## src/sac_pkg.sv

```systemverilog
// shared definitions of the shared buffer credit allocator
`default_nettype none
package sac_pkg;

    localparam int SIZE_W    = 40;
    localparam int AGG_W     = 48;
    localparam int PCT_W     = 7;
    localparam int MODE_W    = 2;
    localparam int ID_W      = 6;
    localparam int ACT_W     = 2;
    localparam int STAT_W    = 2;
    localparam int CNT_OUT_W = 7;
    localparam int PROD_W    = PCT_W + SIZE_W;
    localparam int SUM_W     = AGG_W + 1;
    localparam int THR_W     = SUM_W + PCT_W;

    localparam int APB_DATA_W = 64;
    localparam int APB_ADDR_W = 6;
    localparam int REG_IDX_W  = 3;

    localparam int PCT_SCALE           = 100;
    localparam int DEF_MAX_CONNECTIONS = 64;
    localparam int SLOT_LIMIT          = 64;

    localparam logic [MODE_W-1:0] MODE_OFF     = 2'd0;
    localparam logic [MODE_W-1:0] MODE_STATIC  = 2'd1;
    localparam logic [MODE_W-1:0] MODE_DYNAMIC = 2'd2;
    localparam logic [MODE_W-1:0] MODE_AGGR    = 2'd3;

    localparam logic KIND_CONNECT    = 1'b0;
    localparam logic KIND_DISCONNECT = 1'b1;

    localparam logic [ACT_W-1:0] ACT_NONE          = 2'd0;
    localparam logic [ACT_W-1:0] ACT_ASSIGN_NEW    = 2'd1;
    localparam logic [ACT_W-1:0] ACT_ASSIGN_RESIZE = 2'd2;
    localparam logic [ACT_W-1:0] ACT_RESIZE_ALL    = 2'd3;

    localparam logic [STAT_W-1:0] ST_NONE   = 2'd0;
    localparam logic [STAT_W-1:0] ST_RAISED = 2'd1;
    localparam logic [STAT_W-1:0] ST_CUT    = 2'd2;
    localparam logic [STAT_W-1:0] ST_OVER   = 2'd3;

    localparam logic [REG_IDX_W-1:0] REG_MODE     = 3'd0;
    localparam logic [REG_IDX_W-1:0] REG_MIN      = 3'd1;
    localparam logic [REG_IDX_W-1:0] REG_MAX      = 3'd2;
    localparam logic [REG_IDX_W-1:0] REG_PER_CONN = 3'd3;
    localparam logic [REG_IDX_W-1:0] REG_THRESH   = 3'd4;
    localparam logic [REG_IDX_W-1:0] REG_AGGR_PCT = 3'd5;
    localparam logic [REG_IDX_W-1:0] REG_QUOTA    = 3'd6;

    localparam logic [MODE_W-1:0] RST_MODE     = MODE_DYNAMIC;
    localparam logic [SIZE_W-1:0] RST_MIN      = 40'd10485760;
    localparam logic [SIZE_W-1:0] RST_MAX      = 40'd52428800;
    localparam logic [PCT_W-1:0]  RST_PER_CONN = 7'd1;
    localparam logic [PCT_W-1:0]  RST_THRESH   = 7'd10;
    localparam logic [PCT_W-1:0]  RST_AGGR_PCT = 7'd5;
    localparam logic [SIZE_W-1:0] RST_QUOTA    = 40'd0;

    typedef struct packed {
        logic connect;
        logic disconnect;
    } t_slot_op;

endpackage
`default_nettype wire

```

## src/sac_div.sv

```systemverilog
// restoring divider, one quotient bit per cycle
`default_nettype none
module sac_div #(
    parameter int NUM_W = 47,
    parameter int DEN_W = 13
) (
    input  wire logic             i_clk,
    input  wire logic             i_rst_n,
    input  wire logic             i_start,
    input  wire logic [NUM_W-1:0] i_num,
    input  wire logic [DEN_W-1:0] i_den,
    output logic                  o_busy,
    output logic                  o_done,
    output logic      [NUM_W-1:0] o_quot
);
    localparam int CNT_W = $clog2(NUM_W + 1);

    logic [NUM_W-1:0] r_nq;
    logic [DEN_W-1:0] r_rem;
    logic [DEN_W-1:0] r_den;
    logic [CNT_W-1:0] r_cnt;
    logic             r_busy;
    logic             r_done;

    logic [DEN_W:0] rem_sh;
    logic [DEN_W:0] diff;
    logic           fits;

    assign rem_sh = {r_rem, r_nq[NUM_W-1]};
    assign diff   = rem_sh - {1'b0, r_den};
    assign fits   = ~diff[DEN_W];

    always_ff @(posedge i_clk) begin
        if (!i_rst_n) begin
            r_busy <= 1'b0;
            r_done <= 1'b0;
            r_cnt  <= '0;
        end else if (i_start) begin
            r_busy <= 1'b1;
            r_done <= 1'b0;
            r_cnt  <= CNT_W'(NUM_W);
        end else if (r_busy) begin
            r_cnt  <= r_cnt - CNT_W'(1);
            r_done <= (r_cnt == CNT_W'(1));
            if (r_cnt == CNT_W'(1)) begin
                r_busy <= 1'b0;
            end
        end else begin
            r_done <= 1'b0;
        end
    end

    always_ff @(posedge i_clk) begin
        if (i_start) begin
            r_nq  <= i_num;
            r_rem <= '0;
            r_den <= i_den;
        end else if (r_busy) begin
            r_nq  <= {r_nq[NUM_W-2:0], fits};
            r_rem <= fits ? diff[DEN_W-1:0] : rem_sh[DEN_W-1:0];
        end
    end

    assign o_busy = r_busy;
    assign o_done = r_done;
    assign o_quot = r_nq;

endmodule
`default_nettype wire

```

## src/sac_slots.sv

```systemverilog
// slot registry: active flag per slot and count of active slots
`default_nettype none
module sac_slots #(
    parameter int MAX_CONNECTIONS = sac_pkg::DEF_MAX_CONNECTIONS
) (
    input  wire logic                     i_clk,
    input  wire logic                     i_rst_n,
    input  wire logic [sac_pkg::ID_W-1:0] i_id,
    input  wire sac_pkg::t_slot_op        i_op,
    output logic                          o_hit,
    output logic [$clog2(((MAX_CONNECTIONS < sac_pkg::SLOT_LIMIT) ?
                          MAX_CONNECTIONS : sac_pkg::SLOT_LIMIT) + 1)-1:0] o_count
);
    import sac_pkg::*;

    localparam int NSLOT = (MAX_CONNECTIONS < SLOT_LIMIT) ? MAX_CONNECTIONS : SLOT_LIMIT;
    localparam int IW    = $clog2(NSLOT);
    localparam int CNT_W = $clog2(NSLOT + 1);

    logic [NSLOT-1:0] r_active;
    logic [CNT_W-1:0] r_count;
    logic [IW-1:0]    idx;

    assign idx   = i_id[IW-1:0];
    assign o_hit = r_active[idx];

    always_ff @(posedge i_clk) begin
        if (!i_rst_n) begin
            r_active <= '0;
            r_count  <= '0;
        end else if (i_op.connect && !o_hit) begin
            r_active[idx] <= 1'b1;
            r_count       <= r_count + CNT_W'(1);
        end else if (i_op.disconnect && o_hit) begin
            r_active[idx] <= 1'b0;
            r_count       <= r_count - CNT_W'(1);
        end
    end

    assign o_count = r_count;

endmodule
`default_nettype wire

```

## src/shared_buffer_credit_allocator.sv

```systemverilog
// shared buffer credit allocator: register port, sequencer and result register
// items with no division pass from accept through the start and output states to a registered result
// dynamic connects add divide, bound, threshold, compare and accumulate steps; aggressive shares add divide and bound
// both use the shared divider, one quotient bit per cycle over 47 bits
// one item at a time: the next is accepted once this result is loaded, which waits for the previous one to be taken
// reset: synchronous active low, registers to defaults, slots, count and aggregate total to zero
`default_nettype none
module shared_buffer_credit_allocator #(
    parameter int MAX_CONNECTIONS = sac_pkg::DEF_MAX_CONNECTIONS
) (
    input  wire logic                           i_clk,
    input  wire logic                           i_rst_n,
    input  wire logic                           psel,
    input  wire logic                           penable,
    input  wire logic                           pwrite,
    input  wire logic [sac_pkg::APB_ADDR_W-1:0] paddr,
    input  wire logic [sac_pkg::APB_DATA_W-1:0] pwdata,
    output logic      [sac_pkg::APB_DATA_W-1:0] prdata,
    output logic                                pready,
    input  wire logic                           i_in_valid,
    output logic                                o_in_ready,
    input  wire logic                           i_kind,
    input  wire logic [sac_pkg::ID_W-1:0]       i_conn_id,
    input  wire logic [sac_pkg::SIZE_W-1:0]     i_released_size,
    output logic                                o_out_valid,
    input  wire logic                           i_out_ready,
    output logic      [sac_pkg::SIZE_W-1:0]     o_buffer_size,
    output logic      [sac_pkg::ACT_W-1:0]      o_action,
    output logic      [sac_pkg::STAT_W-1:0]     o_clamp_status,
    output logic      [sac_pkg::AGG_W-1:0]      o_aggregate_total,
    output logic      [sac_pkg::CNT_OUT_W-1:0]  o_active_count
);
    import sac_pkg::*;

    localparam int NSLOT = (MAX_CONNECTIONS < SLOT_LIMIT) ? MAX_CONNECTIONS : SLOT_LIMIT;
    localparam int CNT_W = $clog2(NSLOT + 1);
    localparam int CON_W = CNT_W + 1;
    localparam int DEN_W = $clog2(PCT_SCALE * (NSLOT + 1) + 1);

    typedef enum logic [3:0] {
        S_IDLE,
        S_START,
        S_DIVGO,
        S_DIV,
        S_BOUND,
        S_THR,
        S_CMP,
        S_ACC,
        S_OUT
    } t_state;

    // configuration registers
    logic [MODE_W-1:0] r_mode;
    logic [SIZE_W-1:0] r_min;
    logic [SIZE_W-1:0] r_max;
    logic [PCT_W-1:0]  r_per_conn;
    logic [PCT_W-1:0]  r_thresh;
    logic [PCT_W-1:0]  r_aggr_pct;
    logic [SIZE_W-1:0] r_quota;

    logic                 wr_en;
    logic [REG_IDX_W-1:0] reg_idx;

    assign pready  = 1'b1;
    assign wr_en   = psel && penable && pwrite && pready;
    assign reg_idx = paddr[APB_ADDR_W-1:APB_ADDR_W-REG_IDX_W];

    always_ff @(posedge i_clk) begin
        if (!i_rst_n) begin
            r_mode     <= RST_MODE;
            r_min      <= RST_MIN;
            r_max      <= RST_MAX;
            r_per_conn <= RST_PER_CONN;
            r_thresh   <= RST_THRESH;
            r_aggr_pct <= RST_AGGR_PCT;
            r_quota    <= RST_QUOTA;
        end else if (wr_en) begin
            unique case (reg_idx)
                REG_MODE:     r_mode     <= pwdata[MODE_W-1:0];
                REG_MIN:      r_min      <= pwdata[SIZE_W-1:0];
                REG_MAX:      r_max      <= pwdata[SIZE_W-1:0];
                REG_PER_CONN: r_per_conn <= pwdata[PCT_W-1:0];
                REG_THRESH:   r_thresh   <= pwdata[PCT_W-1:0];
                REG_AGGR_PCT: r_aggr_pct <= pwdata[PCT_W-1:0];
                REG_QUOTA:    r_quota    <= pwdata[SIZE_W-1:0];
                default: ;
            endcase
        end
    end

    always_comb begin
        unique case (reg_idx)
            REG_MODE:     prdata = APB_DATA_W'(r_mode);
            REG_MIN:      prdata = APB_DATA_W'(r_min);
            REG_MAX:      prdata = APB_DATA_W'(r_max);
            REG_PER_CONN: prdata = APB_DATA_W'(r_per_conn);
            REG_THRESH:   prdata = APB_DATA_W'(r_thresh);
            REG_AGGR_PCT: prdata = APB_DATA_W'(r_aggr_pct);
            REG_QUOTA:    prdata = APB_DATA_W'(r_quota);
            default:      prdata = '0;
        endcase
    end

    // sequencer state and working registers
    t_state r_state;

    logic              r_kind;
    logic [ID_W-1:0]   r_id;
    logic [SIZE_W-1:0] r_released;
    logic [PROD_W-1:0] r_prod;
    logic [DEN_W-1:0]  r_den;
    logic [SIZE_W-1:0] r_size;
    logic [ACT_W-1:0]  r_act;
    logic [STAT_W-1:0] r_status;
    logic [SUM_W-1:0]  r_sum;
    logic [AGG_W-1:0]  r_agg;

    logic                 r_out_valid;
    logic [SIZE_W-1:0]    r_o_size;
    logic [ACT_W-1:0]     r_o_act;
    logic [STAT_W-1:0]    r_o_status;
    logic [AGG_W-1:0]     r_o_agg;
    logic [CNT_OUT_W-1:0] r_o_count;

    // slot registry
    t_slot_op         slot_op;
    logic             slot_hit;
    logic [CNT_W-1:0] slot_count;
    logic             in_range;
    logic [CON_W-1:0] conns;
    logic [DEN_W-1:0] den_share;

    assign in_range = 32'(r_id) < 32'(MAX_CONNECTIONS);

    always_comb begin
        slot_op.connect    = (r_state == S_START) && (r_mode == MODE_AGGR) && in_range
                             && (r_kind == KIND_CONNECT);
        slot_op.disconnect = (r_state == S_START) && (r_mode == MODE_AGGR) && in_range
                             && (r_kind == KIND_DISCONNECT);
    end

    assign conns     = (r_kind == KIND_CONNECT) ? CON_W'(slot_count) + CON_W'(1)
                                                : CON_W'(slot_count) - CON_W'(1);
    assign den_share = DEN_W'(conns) * DEN_W'(PCT_SCALE);

    sac_slots #(
        .MAX_CONNECTIONS(MAX_CONNECTIONS)
    ) u_slots (
        .i_clk  (i_clk),
        .i_rst_n(i_rst_n),
        .i_id   (r_id),
        .i_op   (slot_op),
        .o_hit  (slot_hit),
        .o_count(slot_count)
    );

    // first step of an item: action and whether a share is divided
    logic [ACT_W-1:0] start_act;
    logic             start_div;

    always_comb begin
        start_act = ACT_NONE;
        start_div = 1'b0;
        unique case (r_mode)
            MODE_OFF: ;
            MODE_STATIC: begin
                if (r_kind == KIND_CONNECT) begin
                    start_act = ACT_ASSIGN_NEW;
                end
            end
            MODE_DYNAMIC: begin
                if (r_kind == KIND_CONNECT) begin
                    start_act = ACT_ASSIGN_NEW;
                    start_div = 1'b1;
                end
            end
            MODE_AGGR: begin
                if (in_range) begin
                    if (r_kind == KIND_CONNECT) begin
                        start_act = ACT_ASSIGN_RESIZE;
                        start_div = 1'b1;
                    end else if (slot_hit && (conns != '0)) begin
                        start_act = ACT_RESIZE_ALL;
                        start_div = 1'b1;
                    end
                end
            end
            default: ;
        endcase
    end

    // shared divider
    logic              div_start;
    logic              div_busy;
    logic              div_done;
    logic [PROD_W-1:0] div_quot;

    assign div_start = (r_state == S_DIVGO);

    sac_div #(
        .NUM_W(PROD_W),
        .DEN_W(DEN_W)
    ) u_div (
        .i_clk  (i_clk),
        .i_rst_n(i_rst_n),
        .i_start(div_start),
        .i_num  (r_prod),
        .i_den  (r_den),
        .o_busy (div_busy),
        .o_done (div_done),
        .o_quot (div_quot)
    );

    // shared multiplier operand
    logic [PCT_W-1:0]  mul_a;
    logic [PROD_W-1:0] mul_p;

    always_comb begin
        if (r_state == S_BOUND) begin
            mul_a = r_thresh;
        end else if (r_mode == MODE_DYNAMIC) begin
            mul_a = r_per_conn;
        end else begin
            mul_a = r_aggr_pct;
        end
    end

    assign mul_p = PROD_W'(mul_a) * PROD_W'(r_quota);

    // bounding of the quotient
    logic [SIZE_W-1:0] bnd_size;
    logic [STAT_W-1:0] bnd_status;

    always_comb begin
        priority if (div_quot < PROD_W'(r_min)) begin
            bnd_size   = r_min;
            bnd_status = ST_RAISED;
        end else if (div_quot > PROD_W'(r_max)) begin
            bnd_size   = r_max;
            bnd_status = ST_CUT;
        end else begin
            bnd_size   = div_quot[SIZE_W-1:0];
            bnd_status = ST_NONE;
        end
    end

    logic [THR_W-1:0] thr_lhs;
    logic [SUM_W-1:0] acc_sum;
    logic             out_load;

    assign thr_lhs  = THR_W'(r_sum) * THR_W'(PCT_SCALE);
    assign acc_sum  = SUM_W'(r_agg) + SUM_W'(r_size);
    assign out_load = (r_state == S_OUT) && (!r_out_valid || i_out_ready);

    assign o_in_ready = (r_state == S_IDLE);

    always_ff @(posedge i_clk) begin
        if (!i_rst_n) begin
            r_state     <= S_IDLE;
            r_agg       <= '0;
            r_out_valid <= 1'b0;
        end else begin
            priority if (out_load) begin
                r_out_valid <= 1'b1;
            end else if (r_out_valid && i_out_ready) begin
                r_out_valid <= 1'b0;
            end
            unique case (r_state)
                S_IDLE: begin
                    if (i_in_valid) begin
                        r_kind     <= i_kind;
                        r_id       <= i_conn_id;
                        r_released <= i_released_size;
                        r_state    <= S_START;
                    end
                end
                S_START: begin
                    r_size   <= (r_mode == MODE_STATIC && r_kind == KIND_CONNECT) ? r_min : '0;
                    r_act    <= start_act;
                    r_status <= ST_NONE;
                    r_prod   <= mul_p;
                    r_den    <= (r_mode == MODE_DYNAMIC) ? DEN_W'(PCT_SCALE) : den_share;
                    r_state  <= start_div ? S_DIVGO : S_OUT;
                    if (r_mode == MODE_DYNAMIC && r_kind == KIND_DISCONNECT) begin
                        r_agg <= (AGG_W'(r_released) >= r_agg) ? '0
                                 : r_agg - AGG_W'(r_released);
                    end
                end
                S_DIVGO: begin
                    r_state <= S_DIV;
                end
                S_DIV: begin
                    if (div_done) begin
                        r_state <= S_BOUND;
                    end
                end
                S_BOUND: begin
                    r_size   <= bnd_size;
                    r_status <= bnd_status;
                    r_prod   <= mul_p;
                    if (r_mode == MODE_DYNAMIC) begin
                        r_state <= S_THR;
                    end else begin
                        // zero share on a disconnect asks for nothing
                        if (bnd_size == '0 && r_act == ACT_RESIZE_ALL) begin
                            r_act <= ACT_NONE;
                        end
                        r_state <= S_OUT;
                    end
                end
                S_THR: begin
                    r_sum   <= SUM_W'(r_agg) + SUM_W'(r_size);
                    r_state <= S_CMP;
                end
                S_CMP: begin
                    if (thr_lhs > THR_W'(r_prod)) begin
                        r_size   <= r_min;
                        r_status <= ST_OVER;
                    end
                    r_state <= S_ACC;
                end
                S_ACC: begin
                    r_agg   <= acc_sum[AGG_W] ? {AGG_W{1'b1}} : acc_sum[AGG_W-1:0];
                    r_state <= S_OUT;
                end
                S_OUT: begin
                    if (out_load) begin
                        r_o_size   <= r_size;
                        r_o_act    <= r_act;
                        r_o_status <= r_status;
                        r_o_agg    <= r_agg;
                        r_o_count  <= CNT_OUT_W'(slot_count);
                        r_state    <= S_IDLE;
                    end
                end
                default: begin
                    r_state <= S_IDLE;
                end
            endcase
        end
    end

    assign o_out_valid       = r_out_valid;
    assign o_buffer_size     = r_o_size;
    assign o_action          = r_o_act;
    assign o_clamp_status    = r_o_status;
    assign o_aggregate_total = r_o_agg;
    assign o_active_count    = r_o_count;

    a_idle_div_free: assert property (@(posedge i_clk) disable iff (!i_rst_n)
        (r_state == S_IDLE) |-> !div_busy)
        else $error("divider busy while sequencer idle");

    a_resize_nonzero: assert property (@(posedge i_clk) disable iff (!i_rst_n)
        (o_out_valid && o_action == ACT_RESIZE_ALL) |-> (o_buffer_size != '0))
        else $error("resize of all with zero size");

    a_over_only_new: assert property (@(posedge i_clk) disable iff (!i_rst_n)
        (o_out_valid && o_clamp_status == ST_OVER) |-> (o_action == ACT_ASSIGN_NEW))
        else $error("threshold fallback outside a dynamic connect");

    a_share_has_slot: assert property (@(posedge i_clk) disable iff (!i_rst_n)
        (o_out_valid && o_action == ACT_ASSIGN_RESIZE) |-> (o_active_count != '0))
        else $error("shared assignment with no active slot");

endmodule
`default_nettype wire
```

## config.mk

```make
export PLATFORM = sky130hd
export DESIGN_NAME = shared_buffer_credit_allocator
export DESIGN_NICKNAME = d
export VERILOG_FILES = /design/src/sac_pkg.sv /design/src/sac_div.sv /design/src/sac_slots.sv /design/src/shared_buffer_credit_allocator.sv
export SDC_FILE = /design/constraint.sdc
export NUM_CORES = 2
export LEC_CHECK = 0
export BUFFER_PORTS_ARGS = -buffer_cell sky130_fd_sc_hd__buf_2
export CAP_MARGIN = 20
export CORE_MARGIN = 5
export CORE_UTILIZATION = 64
export CTS_BUF_LIST = sky130_fd_sc_hd__clkbuf_8
export CTS_CLUSTER_DIAMETER = 40
export CTS_CLUSTER_SIZE = 8
export DETAILED_ROUTE_END_ITERATION = 6
export PLACE_DENSITY = 0.83
export RECOVER_POWER = 25
export SKIP_CTS_REPAIR_TIMING = 1
export SLEW_MARGIN = 20
export SYNTH_ARGS = -nofsm -noshare
export SYNTH_HDL_FRONTEND = slang
export SYNTH_SLANG_ARGS = --single-unit
```

## constraint.sdc

```tcl
create_clock -name i_clk -period 11.6 [get_ports i_clk]
set_clock_uncertainty 0.15 [all_clocks]
set_input_delay 1.74 -clock i_clk [delete_from_list [all_inputs] [get_ports i_clk]]
set_output_delay 1.74 -clock i_clk [all_outputs]
set_load 0.05 [all_outputs]
```

==> results.md <==
- Status: finished with violations
- Failing checks: max-capacitance violations, max-slew violations
- CTS tree: done
- Worst-path clk slew: ~70 ps
- Filler Cell Count: roughly 6000
- Worst Path Required: roughly 12000 ps
- DR vias/cell: approximately 6.2
- Die Ht: 288 µm
- Die ar.: 82800 µm²
- Root buf cell: clkbuf_8
- Chip Width: 288 µm
- Crit path capture type: flip-flop
- Clk_lat worst skew: 780 ps
- Clock Tree Buf Depth: 3
- Critical path arrival: between 8000 and 9000 ps
- RSZ-0062 raised after global routing: false
- Hpwl dp: 109 mm
- Net Sw Power: 1.75 mW
- PD cells: around 110 nW/µm²
- Share of cells above drive strength 1: under 10%
- Power share of the combinational group: 17.6%
- Synth area leader: edfxtp_1
- DRT antenna net count: 0
- Synth Warn #: 0
- Initial antenna violation count: 22
- Avg Cell Area, Syn: ~9.0 µm²
- Final Setup Violations: 0
- Routed len/inst: 21.6 µm
- Sequential share of power: between 40% and 50%
- GRT Residual Overflow: 0
- Vias in the first global route: 40400
- Seq cells post-synth: about 640
- Total Routing Usage GR: 34.2%
- Crit path launch type: flip-flop
- Drt first pass iters: 6
- H-tree depth: 3
- WL final: roughly 140 mm
- Final worst setup slack: between 3000 and 4000 ps
- Switching Fraction: between 30% and 40%
- Synth-to-Final Area Change: 7.99%
- Peak VDD IR: ~0.11 mV
- Area share of the largest cell type after synthesis: a little over a fifth
- Post-route minimum period: 8600 ps
- Top-Level Pins: 290
- Clock sinks: about 640
- Placer Congestion: ~1.1
- Count leader, synth: nand2_1
- First-pass GRT wire length: between 200 and 250 mm
- Post-synth EDFFs: about 360
- Pleak: 23.8 nW
- Cell Rows: 101
- Core area: 76200 µm²
- Worst slew margin: -165%
- CTS Buf Count: 108
- Maximum clock rate: ~120 MHz
- Final Hold Viols: 0
- Unique masters post-synth: between 90 and 100
- Residual DRC: 0
- Primary FF master, synth: edfxtp_1
- Clk pwr share: 37.0%
- Worst Hold Depth: 0
- R2R cell count: 25
- Asr flop ratio synth: 0%
- Largest net degree at the start of global routing: 98
- Worst setup path class: reg -> reg
- Hold WC Path Type: reg -> reg
- Max Slew Vio Count: ~350
- Sequential area share after synthesis: 33.3%
- Via count: 41200
- Post-route setup TNS: 0 ps
- Area contributors post-synth: edfxtp_1 22%, ha_1 12%, dfxtp_1 12%, fa_1 9.8%, nand2_1 5.6%
- Synth top cells by count: 732 x nand2_1, 677 x inv_1, 475 x ha_1
- Worst-path fanout max: 40
- Drt initial violations: roughly 4600
- Max_cap viols: 7
- IO buf count: 237
- Pre-CTS setup slack: approximately 3200 ps
- Initial Util: 64.8%
- Pint: 4.02 mW
- Mapped cell area: 49400 µm²
- Layout net count: about 6400
- Worst Tran Pin Value: just under 4000 ps
- Synthesized instance count: about 5500
- Fin crit share: between 70% and 80%
-- layout make-up --
type	count	area [µm²]	share of cell area, %
well taps	1030	1290	2.42
inverters	679	2550	4.78
clock buffers	120	1650	3.10
clock inverters	77	614	1.15
multi-input cells	3857	29300	54.8
diodes	7	17.5	0.0328
repair buffers	283	1550	2.90
flip-flops and latches	643	16400	30.8
-- worst max-delay path, cell delays in order, from the launching register on --
cell	delay, ps
dfxtp_1	620
nand2_1	470
nor2_2	610
buf_4	440
nand2_1	110
o21ai_2	60
buf_4	480
nand2_1	160
fa_1	560
inv_1	50
fa_1	460
fa_1	520
fa_1	510
ha_1	410
a21o_1	220
a21o_1	180
a21o_1	170
a21o_1	160
a221oi_1	500
o221ai_1	300
and3_1	270
o21ai_1	130
nand2b_1	100
a221o_1	360
a21oi_1	170
xnor2_1	110
-- logic make-up after synthesis --
family / count (synthesis) / share of synthesized area [%]
simple gates: 1519 / 14.5
buf+inv: 989 / 7.94
xor+xnor: 190 / 3.37
other cells: 2 / 0.0152
flops: 643 / 33.3
fa+ha+maj: 716 / 21.8
mux: 153 / 3.34
compound gates: 1254 / 15.8
-- state kept, by name, indices dropped and copies added, names as in the netlist, 4 cells and up, named ones only --
name and count:
u_div.r_den 11, r_aggr_pct 7, r_prod 47, r_max 40, u_div.o_quot 47, r_id 6, r_size 40, o_aggregate_total 48
u_div.r_rem 13, o_active_count 7, r_sum 49, r_released 40, u_slots.o_count 7, r_den 11, r_state 4, r_min 40
r_per_conn 7, u_div.r_cnt 6, r_agg 48, r_quota 40, r_thresh 7, o_buffer_size 40
-- cell usage in the layout (no fill, tap or decap), drive strengths merged, types with 53 or more instances in the layout --
cell / count
nand3: 63
a21o: 156
a22oi: 76
xor2: 64
ha: 475
and2: 81
buf: 275
a31oi: 53
dfxtp: 288
xnor2: 126
a21oi: 422
o21ai: 272
inv: 730
nor2: 266
edfxtp: 355
clkbuf: 128
nand2: 733
fa: 241
mux2i: 99
nand4: 56
-- power by group through the flow --
| stage | logic [mW] | clock network, mW | registers, mW |
|---|---|---|---|
| global placement | 0.951 | 0 | 2.66 |
| finish | 1.01 | 2.13 | 2.62 |
| global route | 1.12 | 2.26 | 2.63 |
| detailed placement | 0.984 | 0 | 2.66 |
| floorplan | 0.731 | 0 | 2.63 |
| CTS | 0.993 | 2.15 | 2.62 |
-- final timing paths --
kind | startpoint | to | slack (ps)
max | r_state[2] | r_prod[43] | 3000
max reg2reg | r_state[2] | r_prod[43] | 3000
min reg2reg | r_den[10] | u_div.r_den[10] | 260
min | r_den[10] | u_div.r_den[10] | 260
-- stage by stage --
step / area (µm²) / instances / power, mW / hold slack [ps] / util [%]
4_1_cts: 53300 / 6687 / 5.76 / 263 / 70.0
6_report: 53300 / 6696 / 5.77 / 262 / 70.0
2_1_floorplan: 49500 / 5489 / 3.36 / 250 / -
3_3_place_gp: 51100 / 6490 / 3.61 / 250 / 67.0
3_5_place_dp: 51100 / 6490 / 3.65 / 256 / 67.0
5_1_grt: 53300 / 6690 / 6.01 / 274 / 70.0
-- per-layer routing --
layer	global-route usage, %	vias up	wire (µm)
met5	0	-	58
met2	53.8	2107	65000
met1	45.5	19700	56900
li1	-	19000	-
met4	15.5	8	7340
met3	7.85	440	15500
No activity file was read; power rests on OpenSTA's default activity.
